`src/rtl/bpm_pkg.sv`:
```
`default_nettype none

package bpm_pkg;

   localparam int COORD_WIDTH_DEFAULT = 16;

   localparam int AREA_W = 32;
   localparam int DIST_W = 17;
   localparam logic [AREA_W-1:0] AREA_MAX = {AREA_W{1'b1}};
   localparam logic [DIST_W-1:0] DIST_MAX = {DIST_W{1'b1}};

   localparam int SQ_W   = 2 * DIST_W;
   localparam int SUM_W  = SQ_W + 1;
   localparam int ROOT_W = DIST_W + 1;
   localparam int RAD_W  = 2 * ROOT_W;
   localparam int REM_W  = ROOT_W + 2;
   localparam int SQRT_STEPS = ROOT_W;

   localparam int QUEUE_DEPTH = 4;

   typedef struct packed {
      logic box_invalid;
      logic contained;
      logic dist_sat;
   } flags_type;

endpackage

`default_nettype wire

```
`src/rtl/box_point_metrics.sv`:
```
// Box and point metrics. The block takes one box and one point per clock
// cycle (start high while busy is low) and returns one result beat for
// each, on the rsp_ ports for a single cycle marked by rsp_valid; results
// leave in order. The receiver cannot stall the block, so the back end
// never holds and busy stays low in steady operation. The square root
// resolves one bit of the distance per pipeline stage over 18 stages.
// Ahead of it sit the classifying front register, a four-entry queue, a
// multiplier stage and a stage that forms the area difference and the sum
// of squares; an output register follows it.
`default_nettype none

module box_point_metrics #(
   parameter int COORD_WIDTH = bpm_pkg::COORD_WIDTH_DEFAULT
) (
   input  logic                              clock,
   input  logic                              reset,
   input  logic                              start,
   output logic                              busy,
   input  logic signed [COORD_WIDTH-1:0]     req_box_min_x,
   input  logic signed [COORD_WIDTH-1:0]     req_box_min_y,
   input  logic signed [COORD_WIDTH-1:0]     req_box_max_x,
   input  logic signed [COORD_WIDTH-1:0]     req_box_max_y,
   input  logic signed [COORD_WIDTH-1:0]     req_point_x,
   input  logic signed [COORD_WIDTH-1:0]     req_point_y,
   output logic                              rsp_valid,
   output logic                              rsp_contained,
   output logic [bpm_pkg::AREA_W-1:0]        rsp_enlargement_area,
   output logic [bpm_pkg::DIST_W-1:0]        rsp_distance,
   output logic                              rsp_box_invalid
);

   localparam int DATA_W  = 4 * COORD_WIDTH + 2 * bpm_pkg::DIST_W;
   localparam int FLAGS_W = $bits(bpm_pkg::flags_type);
   localparam int QUEUE_W = FLAGS_W + DATA_W;

   logic               front_valid, queue_ready, back_valid;
   bpm_pkg::flags_type front_flags, back_flags;
   logic [DATA_W-1:0]  front_data, back_data;
   logic [QUEUE_W-1:0] queue_out;

   bpm_front #(
      .COORD_WIDTH (COORD_WIDTH),
      .DATA_W      (DATA_W)
   ) u_front (
      .clock         (clock),
      .reset         (reset),
      .start         (start),
      .busy          (busy),
      .req_box_min_x (req_box_min_x),
      .req_box_min_y (req_box_min_y),
      .req_box_max_x (req_box_max_x),
      .req_box_max_y (req_box_max_y),
      .req_point_x   (req_point_x),
      .req_point_y   (req_point_y),
      .queue_ready   (queue_ready),
      .item_valid    (front_valid),
      .item_flags    (front_flags),
      .item_data     (front_data)
   );

   bpm_queue #(
      .WIDTH (QUEUE_W),
      .DEPTH (bpm_pkg::QUEUE_DEPTH)
   ) u_queue (
      .clock      (clock),
      .reset      (reset),
      .push_valid (front_valid),
      .push_ready (queue_ready),
      .push_data  ({front_flags, front_data}),
      .pop_valid  (back_valid),
      .pop_data   (queue_out)
   );

   assign back_flags = queue_out[QUEUE_W-1 -: FLAGS_W];
   assign back_data  = queue_out[DATA_W-1:0];

   bpm_back #(
      .COORD_WIDTH (COORD_WIDTH),
      .DATA_W      (DATA_W)
   ) u_back (
      .clock                (clock),
      .reset                (reset),
      .item_valid           (back_valid),
      .item_flags           (back_flags),
      .item_data            (back_data),
      .rsp_valid            (rsp_valid),
      .rsp_contained        (rsp_contained),
      .rsp_enlargement_area (rsp_enlargement_area),
      .rsp_distance         (rsp_distance),
      .rsp_box_invalid      (rsp_box_invalid)
   );

   a_invalid_zero: assert property (@(posedge clock) disable iff (reset)
      rsp_valid && rsp_box_invalid |->
         !rsp_contained && rsp_enlargement_area == '0 && rsp_distance == '0)
      else $error("invalid box result carries non-zero fields");

   a_inside_zero: assert property (@(posedge clock) disable iff (reset)
      rsp_valid && rsp_contained |->
         rsp_enlargement_area == '0 && rsp_distance == '0 && !rsp_box_invalid)
      else $error("contained point reports growth or distance");

   a_zero_dist_inside: assert property (@(posedge clock) disable iff (reset)
      rsp_valid && !rsp_box_invalid && rsp_distance == '0 |-> rsp_contained)
      else $error("zero distance without containment");

   a_reset_quiet: assert property (@(posedge clock)
      !reset && $past(reset) |-> !rsp_valid)
      else $error("result beat straight after reset");

endmodule

`default_nettype wire

```
`src/rtl/bpm_front.sv`:
```
`default_nettype none

module bpm_front #(
   parameter int COORD_WIDTH = bpm_pkg::COORD_WIDTH_DEFAULT,
   parameter int DATA_W      = 4 * COORD_WIDTH + 2 * bpm_pkg::DIST_W
) (
   input  logic                          clock,
   input  logic                          reset,
   input  logic                          start,
   output logic                          busy,
   input  logic signed [COORD_WIDTH-1:0] req_box_min_x,
   input  logic signed [COORD_WIDTH-1:0] req_box_min_y,
   input  logic signed [COORD_WIDTH-1:0] req_box_max_x,
   input  logic signed [COORD_WIDTH-1:0] req_box_max_y,
   input  logic signed [COORD_WIDTH-1:0] req_point_x,
   input  logic signed [COORD_WIDTH-1:0] req_point_y,
   input  logic                          queue_ready,
   output logic                          item_valid,
   output bpm_pkg::flags_type            item_flags,
   output logic [DATA_W-1:0]             item_data
);

   localparam int W1    = COORD_WIDTH + 1;
   localparam int EXT_W = COORD_WIDTH + bpm_pkg::DIST_W;

   logic                  valid_ff, valid_in;
   bpm_pkg::flags_type    flags_ff, flags_in;
   logic [DATA_W-1:0]     data_ff, data_in;
   logic                  accept;

   logic signed [W1-1:0]  x0, y0, x1, y1, px, py;
   logic                  lo_x, hi_x, lo_y, hi_y, invalid;
   logic signed [W1-1:0]  dx_full, dy_full, gx0, gx1, gy0, gy1;
   logic signed [W1-1:0]  span_x_full, span_y_full, grow_x_full, grow_y_full;
   logic [EXT_W-1:0]      dx_ext, dy_ext, dist_max_ext;

   assign busy   = valid_ff && !queue_ready;
   assign accept = start && !busy;

   always_comb begin
      x0 = {req_box_min_x[COORD_WIDTH-1], req_box_min_x};
      y0 = {req_box_min_y[COORD_WIDTH-1], req_box_min_y};
      x1 = {req_box_max_x[COORD_WIDTH-1], req_box_max_x};
      y1 = {req_box_max_y[COORD_WIDTH-1], req_box_max_y};
      px = {req_point_x[COORD_WIDTH-1], req_point_x};
      py = {req_point_y[COORD_WIDTH-1], req_point_y};

      invalid = (x0 > x1) || (y0 > y1);
      lo_x = px < x0;
      hi_x = px > x1;
      lo_y = py < y0;
      hi_y = py > y1;

      dx_full = lo_x ? (x0 - px) : (hi_x ? (px - x1) : '0);
      dy_full = lo_y ? (y0 - py) : (hi_y ? (py - y1) : '0);
      gx0 = lo_x ? px : x0;
      gx1 = hi_x ? px : x1;
      gy0 = lo_y ? py : y0;
      gy1 = hi_y ? py : y1;

      span_x_full = x1 - x0;
      span_y_full = y1 - y0;
      grow_x_full = gx1 - gx0;
      grow_y_full = gy1 - gy0;

      dx_ext = {{bpm_pkg::DIST_W{1'b0}}, dx_full[COORD_WIDTH-1:0]};
      dy_ext = {{bpm_pkg::DIST_W{1'b0}}, dy_full[COORD_WIDTH-1:0]};
      dist_max_ext = {{COORD_WIDTH{1'b0}}, bpm_pkg::DIST_MAX};

      flags_in.box_invalid = invalid;
      flags_in.contained   = !invalid && !lo_x && !hi_x && !lo_y && !hi_y;
      flags_in.dist_sat    = (dx_ext > dist_max_ext) || (dy_ext > dist_max_ext);

      data_in = {span_x_full[COORD_WIDTH-1:0], span_y_full[COORD_WIDTH-1:0],
                 grow_x_full[COORD_WIDTH-1:0], grow_y_full[COORD_WIDTH-1:0],
                 dx_ext[bpm_pkg::DIST_W-1:0], dy_ext[bpm_pkg::DIST_W-1:0]};

      if (accept) begin
         valid_in = 1'b1;
      end else if (queue_ready) begin
         valid_in = 1'b0;
      end else begin
         valid_in = valid_ff;
      end
   end

   always_ff @(posedge clock) begin
      if (reset) begin
         valid_ff <= 1'b0;
      end else begin
         valid_ff <= valid_in;
      end
      if (accept) begin
         flags_ff <= flags_in;
         data_ff  <= data_in;
      end
   end

   assign item_valid = valid_ff;
   assign item_flags = flags_ff;
   assign item_data  = data_ff;

endmodule

`default_nettype wire

```
`src/rtl/bpm_queue.sv`:
```
`default_nettype none

module bpm_queue #(
   parameter int WIDTH = 8,
   parameter int DEPTH = bpm_pkg::QUEUE_DEPTH
) (
   input  logic             clock,
   input  logic             reset,
   input  logic             push_valid,
   output logic             push_ready,
   input  logic [WIDTH-1:0] push_data,
   output logic             pop_valid,
   output logic [WIDTH-1:0] pop_data
);

   localparam int PTR_W = (DEPTH > 1) ? $clog2(DEPTH) : 1;
   localparam int CNT_W = $clog2(DEPTH + 1);
   localparam logic [PTR_W-1:0] LAST = PTR_W'(DEPTH - 1);

   logic [WIDTH-1:0] entry_ff [0:DEPTH-1];
   logic [PTR_W-1:0] wr_ptr_ff, wr_ptr_in, rd_ptr_ff, rd_ptr_in;
   logic [CNT_W-1:0] count_ff, count_in;
   logic             push, pop;

   assign push_ready = count_ff != CNT_W'(DEPTH);
   assign pop_valid  = count_ff != '0;
   assign pop_data   = entry_ff[rd_ptr_ff];
   assign push       = push_valid && push_ready;
   assign pop        = pop_valid;

   always_comb begin
      wr_ptr_in = wr_ptr_ff;
      rd_ptr_in = rd_ptr_ff;
      count_in  = count_ff;
      if (push) begin
         wr_ptr_in = (wr_ptr_ff == LAST) ? '0 : wr_ptr_ff + 1'b1;
      end
      if (pop) begin
         rd_ptr_in = (rd_ptr_ff == LAST) ? '0 : rd_ptr_ff + 1'b1;
      end
      if (push && !pop) begin
         count_in = count_ff + 1'b1;
      end else if (pop && !push) begin
         count_in = count_ff - 1'b1;
      end
   end

   always_ff @(posedge clock) begin
      if (reset) begin
         wr_ptr_ff <= '0;
         rd_ptr_ff <= '0;
         count_ff  <= '0;
      end else begin
         wr_ptr_ff <= wr_ptr_in;
         rd_ptr_ff <= rd_ptr_in;
         count_ff  <= count_in;
      end
      if (push) begin
         entry_ff[wr_ptr_ff] <= push_data;
      end
   end

endmodule

`default_nettype wire

```
`src/rtl/bpm_back.sv`:
```
`default_nettype none

module bpm_back #(
   parameter int COORD_WIDTH = bpm_pkg::COORD_WIDTH_DEFAULT,
   parameter int DATA_W      = 4 * COORD_WIDTH + 2 * bpm_pkg::DIST_W
) (
   input  logic                              clock,
   input  logic                              reset,
   input  logic                              item_valid,
   input  bpm_pkg::flags_type                item_flags,
   input  logic [DATA_W-1:0]                 item_data,
   output logic                              rsp_valid,
   output logic                              rsp_contained,
   output logic [bpm_pkg::AREA_W-1:0]        rsp_enlargement_area,
   output logic [bpm_pkg::DIST_W-1:0]        rsp_distance,
   output logic                              rsp_box_invalid
);

   localparam int W      = COORD_WIDTH;
   localparam int PROD_W = 2 * W;
   localparam int DW     = bpm_pkg::DIST_W;
   localparam int AW     = bpm_pkg::AREA_W;
   localparam int STEPS  = bpm_pkg::SQRT_STEPS;
   localparam int REM_W  = bpm_pkg::REM_W;
   localparam int ROOT_W = bpm_pkg::ROOT_W;
   localparam int RAD_W  = bpm_pkg::RAD_W;
   localparam int SUM_W  = bpm_pkg::SUM_W;
   localparam int SQ_W   = bpm_pkg::SQ_W;

   logic [W-1:0]  span_x, span_y, grow_x, grow_y;
   logic [DW-1:0] dx, dy;

   assign {span_x, span_y, grow_x, grow_y, dx, dy} = item_data;

   // Products.
   logic               m_valid_ff;
   bpm_pkg::flags_type m_flags_ff;
   logic [PROD_W-1:0]  m_area0_ff, m_area1_ff;
   logic [SQ_W-1:0]    m_sqx_ff, m_sqy_ff;

   // Area difference and sum of squares.
   logic [PROD_W-1:0]    diff;
   logic [PROD_W+AW-1:0] diff_ext, area_max_ext;
   logic [AW-1:0]        grow_sat;
   logic [SUM_W-1:0]     sum_sq;

   // Square root stages, one result bit each.
   logic               sv_valid_ff [0:STEPS];
   bpm_pkg::flags_type sv_flags_ff [0:STEPS];
   logic [AW-1:0]      sv_grow_ff  [0:STEPS];
   logic [REM_W-1:0]   sv_rem_ff   [0:STEPS];
   logic [ROOT_W-1:0]  sv_root_ff  [0:STEPS];
   logic [RAD_W-1:0]   sv_rad_ff   [0:STEPS];
   logic [REM_W-1:0]   sv_rem_in   [1:STEPS];
   logic [ROOT_W-1:0]  sv_root_in  [1:STEPS];
   logic [RAD_W-1:0]   sv_rad_in   [1:STEPS];

   logic               out_valid_ff, out_contained_ff, out_invalid_ff;
   logic [AW-1:0]      out_area_ff, out_area_in;
   logic [DW-1:0]      out_dist_ff, out_dist_in;
   bpm_pkg::flags_type last_flags;
   logic [ROOT_W-1:0]  last_root;

   always_comb begin
      diff         = m_area1_ff - m_area0_ff;
      diff_ext     = {{AW{1'b0}}, diff};
      area_max_ext = {{PROD_W{1'b0}}, bpm_pkg::AREA_MAX};
      grow_sat     = (diff_ext > area_max_ext) ? bpm_pkg::AREA_MAX : diff_ext[AW-1:0];
      sum_sq       = {1'b0, m_sqx_ff} + {1'b0, m_sqy_ff};
   end

   always_comb begin
      logic [REM_W-1:0] shifted;
      logic [REM_W-1:0] trial;
      logic             take;
      for (int k = 0; k < STEPS; k++) begin
         shifted = {sv_rem_ff[k][REM_W-3:0], sv_rad_ff[k][RAD_W-1 -: 2]};
         trial   = {sv_root_ff[k], 2'b01};
         take    = shifted >= trial;
         sv_rem_in[k+1]  = take ? (shifted - trial) : shifted;
         sv_root_in[k+1] = {sv_root_ff[k][ROOT_W-2:0], take};
         sv_rad_in[k+1]  = {sv_rad_ff[k][RAD_W-3:0], 2'b00};
      end
   end

   always_comb begin
      last_flags = sv_flags_ff[STEPS];
      last_root  = sv_root_ff[STEPS];
      if (last_flags.box_invalid) begin
         out_area_in = '0;
         out_dist_in = '0;
      end else begin
         out_area_in = sv_grow_ff[STEPS];
         if (last_flags.dist_sat || last_root[ROOT_W-1]) begin
            out_dist_in = bpm_pkg::DIST_MAX;
         end else begin
            out_dist_in = last_root[DW-1:0];
         end
      end
   end

   always_ff @(posedge clock) begin
      if (reset) begin
         m_valid_ff   <= 1'b0;
         out_valid_ff <= 1'b0;
         for (int k = 0; k <= STEPS; k++) begin
            sv_valid_ff[k] <= 1'b0;
         end
      end else begin
         m_valid_ff     <= item_valid;
         sv_valid_ff[0] <= m_valid_ff;
         for (int k = 0; k < STEPS; k++) begin
            sv_valid_ff[k+1] <= sv_valid_ff[k];
         end
         out_valid_ff <= sv_valid_ff[STEPS];
      end

      m_flags_ff <= item_flags;
      m_area0_ff <= PROD_W'(span_x * span_y);
      m_area1_ff <= PROD_W'(grow_x * grow_y);
      m_sqx_ff   <= SQ_W'(dx * dx);
      m_sqy_ff   <= SQ_W'(dy * dy);

      sv_flags_ff[0] <= m_flags_ff;
      sv_grow_ff[0]  <= grow_sat;
      sv_rem_ff[0]   <= '0;
      sv_root_ff[0]  <= '0;
      sv_rad_ff[0]   <= {{(RAD_W-SUM_W){1'b0}}, sum_sq};
      for (int k = 0; k < STEPS; k++) begin
         sv_flags_ff[k+1] <= sv_flags_ff[k];
         sv_grow_ff[k+1]  <= sv_grow_ff[k];
         sv_rem_ff[k+1]   <= sv_rem_in[k+1];
         sv_root_ff[k+1]  <= sv_root_in[k+1];
         sv_rad_ff[k+1]   <= sv_rad_in[k+1];
      end

      out_contained_ff <= last_flags.contained;
      out_invalid_ff   <= last_flags.box_invalid;
      out_area_ff      <= out_area_in;
      out_dist_ff      <= out_dist_in;
   end

   assign rsp_valid            = out_valid_ff;
   assign rsp_contained        = out_contained_ff;
   assign rsp_enlargement_area = out_area_ff;
   assign rsp_distance         = out_dist_ff;
   assign rsp_box_invalid      = out_invalid_ff;

endmodule

`default_nettype wire

```
`config.mk`:
```
export PLATFORM = sky130hd
export DESIGN_NAME = box_point_metrics
export DESIGN_NICKNAME = d
export VERILOG_FILES = /design/src/rtl/bpm_pkg.sv /design/src/rtl/box_point_metrics.sv /design/src/rtl/bpm_front.sv /design/src/rtl/bpm_queue.sv /design/src/rtl/bpm_back.sv
export SDC_FILE = /design/constraint.sdc
export NUM_CORES = 2
export LEC_CHECK = 0
export BUFFER_PORTS_ARGS = -buffer_cell sky130_fd_sc_hd__clkbuf_2
export CAP_MARGIN = 15
export CORE_ASPECT_RATIO = 1.2
export CORE_UTILIZATION = 59
export CTS_CLUSTER_SIZE = 24
export DETAILED_ROUTE_END_ITERATION = 7
export PLACE_DENSITY = 0.75
export SYNTH_ARGS = -nofsm -noshare
export SYNTH_HDL_FRONTEND = slang
export SYNTH_SLANG_ARGS = --single-unit
```
`constraint.sdc`:
```
create_clock -name clock -period 10.83 [get_ports clock]
set_clock_uncertainty 0.2 [all_clocks]
set_input_delay 2.166 -clock clock [delete_from_list [all_inputs] [get_ports clock]]
set_output_delay 2.166 -clock clock [all_outputs]
set_load 0.1 [all_outputs]
```
==> key figures <==
Detailed routing
  – Remaining DRCs: 0
  – Final ANT Viol Nets: 0
  – Via/cell ratio: 5.42
  – First DRT Iteration DRCs: 3639
  – DR vias: between 60000 and 70000
  – Number of detailed-route iterations in the first pass: 8
  – Average wire per cell in the routed design: 18.4 µm
  – Final WL: about 230000 µm

Critical path
  – R2R cell count: 24
  – Critical path class: reg2reg
  – Startpoint type of the worst setup path: flop
  – CP dominant cell by count: sky130_fd_sc_hd__fa_1
  – Critical path fanouts, max: 45
  – Worst-path cell with the longest stage delay: sky130_fd_sc_hd__dfxtp_4
  – Type of destination of the critical path: flop
  – Worst setup slack for register-to-register paths: 2.08 ns
  – Largest stage delay, worst path: 0.79 ns
  – Series of cell instances along the critical path: mux2_2 -> o21ai_1 -> clkinv_1 -> and2_1 -> fa_1 -> inv_1 -> fa_1 -> fa_1 -> inv_1 -> fa_1 -> fa_1 -> inv_1 -> fa_1 -> inv_1 -> ha_1 -> nand3_1 -> or2_2 -> or3_1 -> a211oi_1 -> nor2_1 -> a21oi_1 -> a211o_1 -> a311o_1 -> xor2_1
  – Capture instance of the worst register-to-register path: u_back.m_sqx_ff[32]
  – Required time of the critical path: between 10 and 15 ns
  – CP Data Arrival Time: between 9 and 10 ns

Hold path
  – Hold Path Origin: u_back.sv_rad_ff[1][2]
  – Number of cells traversed by the worst hold path: 0
  – Capture endpoint of the worst hold path: u_back.sv_rad_ff[2][4]
  – Worst min path class: reg2reg

Placed design
  – Placed wire-length estimate after detailed placement: 172000 µm
  – Count of input and output buffers: 151
  – Routability congestion estimate: 0.930
  – Place WS: 2.21 ns

Logic synthesis
  – Distinct cell type count of the synthesized netlist: approximately 100
  – Cell type with the largest total area after synthesis: sky130_fd_sc_hd__dfxtp_1
  – Net count after synthesis: 11224
  – Cells after synthesis: 9575
  – Mean cell area of the mapped netlist: 10.9 µm²
  – Top post-synthesis cells by area: sky130_fd_sc_hd__dfxtp_1 32%, sky130_fd_sc_hd__edfxtp_1 14%, sky130_fd_sc_hd__fa_1 14%
  – Count of yosys warnings during synthesis: 0
  – Register area share after synthesis: between 40 and 50%
  – Flops & latches, synth: 2144
  – Combined area of all synthesized cells: 104000 µm²
  – Share of synthesized registers carrying an async set or reset: 0%
  – Number of enable-type register cells in the synthesized netlist: 490
  – Share of the synthesized area in the top cell type: 31.7%
  – Most used flip-flop cell after synthesis: sky130_fd_sc_hd__dfxtp_1

Die
  – Core region area: around 180000 µm²
  – Count of boundary I/O pins: 152
  – Die footprint: 179000 µm²
  – Initial cell density of the core: 59.6%
  – Die height: 463 µm
  – Site Rows: about 170
  – DIE WIDTH: around 390 µm

Finish
  – Fillcell total: 13473
  – Post-synthesis to final-layout area growth: 9.72%
  – Most frequent cells in the layout: 1652 x sky130_fd_sc_hd__dfxtp_1, 1435 x sky130_fd_sc_hd__inv_1, 815 x sky130_fd_sc_hd__ha_1
  – Ratio of cells with drive above 1 in the final layout: 7.29%
  – Final net count: 11430
  – Multi-input combinational cell area: ~50000 µm²
  – Most common library cell in the layout ignoring fill and taps: sky130_fd_sc_hd__dfxtp_1
  – FF/Latch Area: 47800 µm²

Timing
  – Final setup viols: 0
  – Final worst-path setup slack: 2.08 ns
  – Max-slew headroom at the worst pin: 25.6%
  – Number of hold violations in the final report: 0
  – Hold_ws: a little under 0.08 ns
  – Number of pins with negative max-slew slack in the final report: 0
  – Fraction of the cycle the final worst path needs: 80.8%
  – F_max: around 110 MHz
  – Unrepaired setup endpoints after global routing: no
  – Post-layout min period: 8.75 ns
  – Sum Neg Setup Slack: 0 ns
  – Worst Tran Pin Value: 1.11 ns

Clock network
  – Post-cts repair resize count: 0
  – Number of buffers inserted by post-CTS setup repair: 0
  – Inserted Clock Buffers: 192
  – Reg clk slew, reported paths: 0.06 ns
  – Number of clock sinks: 2144
  – H-tree depth reported by CTS: 4
  – CTS tree: built
  – Hold Buf Count CTS: 0
  – Clock tree root buffer cell: sky130_fd_sc_hd__clkbuf_16
  – Buffer depth of the longest clock path: 3
  – Insertion delay of the later-clocked pin in the worst-skew pair: 0.87 ns

Global routing
  – Via count of the first global-routing pass: between 60000 and 70000
  – Total global-route track usage: 25.6%
  – Antenna violations before repair: 7
  – Overflow left after global routing: 0
  – First-pass GRT wire length: 361000 µm
  – Pin count of the biggest net entering global routing: 60

Run
  – Number of max-cap violations: 0

Status
  – Result of the run: finished clean
==> synthesized netlist by cell type, types with 49 or more instances <==
master                        n
sky130_fd_sc_hd__dfxtp_1   1654
sky130_fd_sc_hd__ha_1       815
sky130_fd_sc_hd__fa_1       735
sky130_fd_sc_hd__nand2b_1    77
sky130_fd_sc_hd__a21oi_1    405
sky130_fd_sc_hd__xor2_1     161
sky130_fd_sc_hd__and2_1      63
sky130_fd_sc_hd__o21a_1     136
sky130_fd_sc_hd__mux2i_1     73
sky130_fd_sc_hd__nor2_1     725
sky130_fd_sc_hd__mux2_2      93
sky130_fd_sc_hd__edfxtp_1   490
sky130_fd_sc_hd__nand3_1     90
sky130_fd_sc_hd__o31ai_1     52
sky130_fd_sc_hd__o21ai_1     49
sky130_fd_sc_hd__o21ai_0    274
sky130_fd_sc_hd__nor3_1     129
sky130_fd_sc_hd__clkbuf_1   139
sky130_fd_sc_hd__inv_1     1435
sky130_fd_sc_hd__a21o_1     144
sky130_fd_sc_hd__xnor2_1    282
sky130_fd_sc_hd__nand2_1    736
sky130_fd_sc_hd__nand4_1     50
sky130_fd_sc_hd__nor2b_1    148
==> per-layer routing <==
| layer | track usage, % | up-vias | part of all wire (%) |
|---|---|---|---|
| li1 | - | 31752 | - |
| met1 | 31.1 | 32342 | 41 |
| met2 | 45.4 | 1732 | 51 |
| met3 | 3.81 | 472 | 4.8 |
| met4 | 9.91 | 4 | 4.0 |
| met5 | 0 | - | 0.010 |
==> registers in the layout, summed over array words and instances (netlist names), 33 cells and up, named ones only <==
| register | count |
|---|---|
| u_back.sv_grow_ff | 608 |
| u_queue.entry_ff | 392 |
| u_back.sv_rad_ff | 341 |
| u_back.sv_rem_ff | 282 |
| u_back.sv_root_ff | 171 |
| u_front.item_data | 96 |
| u_back.sv_flags_ff | 38 |
| u_back.m_sqx_ff | 33 |
| u_back.m_sqy_ff | 33 |
==> final cells by class <==
cell class | count | share of cell area (%)
clock inverters | 93 | 1.22
clock buffers | 259 | 4.74
flip-flops and latches | 2144 | 41.8
inverters | 1450 | 4.76
repair buffers | 196 | 0.955
diodes | 2 | 0.00437
multi-input cells | 5797 | 44.0
well taps | 2295 | 2.51
==> stage by stage <==
| stage | area [µm²] | utilization (%) | cells |
|---|---|---|---|
| after CTS | 114000 | 65.4 | 12232 |
| final | 114000 | 65.4 | 12236 |
| after global placement | 108000 | 61.5 | 11880 |
| after floorplan | 104000 | - | 9575 |
| after detailed placement | 108000 | 61.5 | 11880 |
| after global routing | 114000 | 65.4 | 12235 |
==> how the worst max path moves through the flow <==
stage | from | endpoint | slack, ns | cells past startpoint
floorplan | flop | u_back.m_sqx_ff[32] | 3.29 | 29
global placement | flop | u_back.m_sqx_ff[32] | 2.38 | 24
detailed placement | flop | u_back.m_sqx_ff[32] | 2.21 | 25
CTS | flop | u_back.m_sqx_ff[32] | 2.14 | 25
global route | flop | u_back.m_sqy_ff[31] | 1.74 | 24
finish | flop | u_back.m_sqx_ff[32] | 2.08 | 24
==> critical path, delay by kind of cell, from the launching register on <==
family,cells,cell delay [ns]
AOI/OAI and AO/OA,5,1.69
xor gates and xnor gates,1,0.14
adders and majority gates,7,3.30
buffers and inverters,5,0.79
DFF,1,0.79
muxes,1,0.41
and+or+nand+nor,5,1.31
==> cell families (layout without fill, tap and decap cells) <==
logic type,Yosys count,after routing,share of synthesized area [%]
XOR/XNOR,443,443,3.72
AND/OR/NAND/NOR,2229,2229,9.72
AO/OA/AOI/OAI,1369,1369,8.37
buffers and inverters,1634,1998,5.91
adder cells (fa/ha/maj),1550,1550,23.9
flip-flops,2144,2144,45.8
multiplexers,205,205,2.55
other,1,3,0.00359
Power is left out: the tool's default activity adds up to more than one toggle a clock period on the data nets, which glitch-free logic cannot reach.
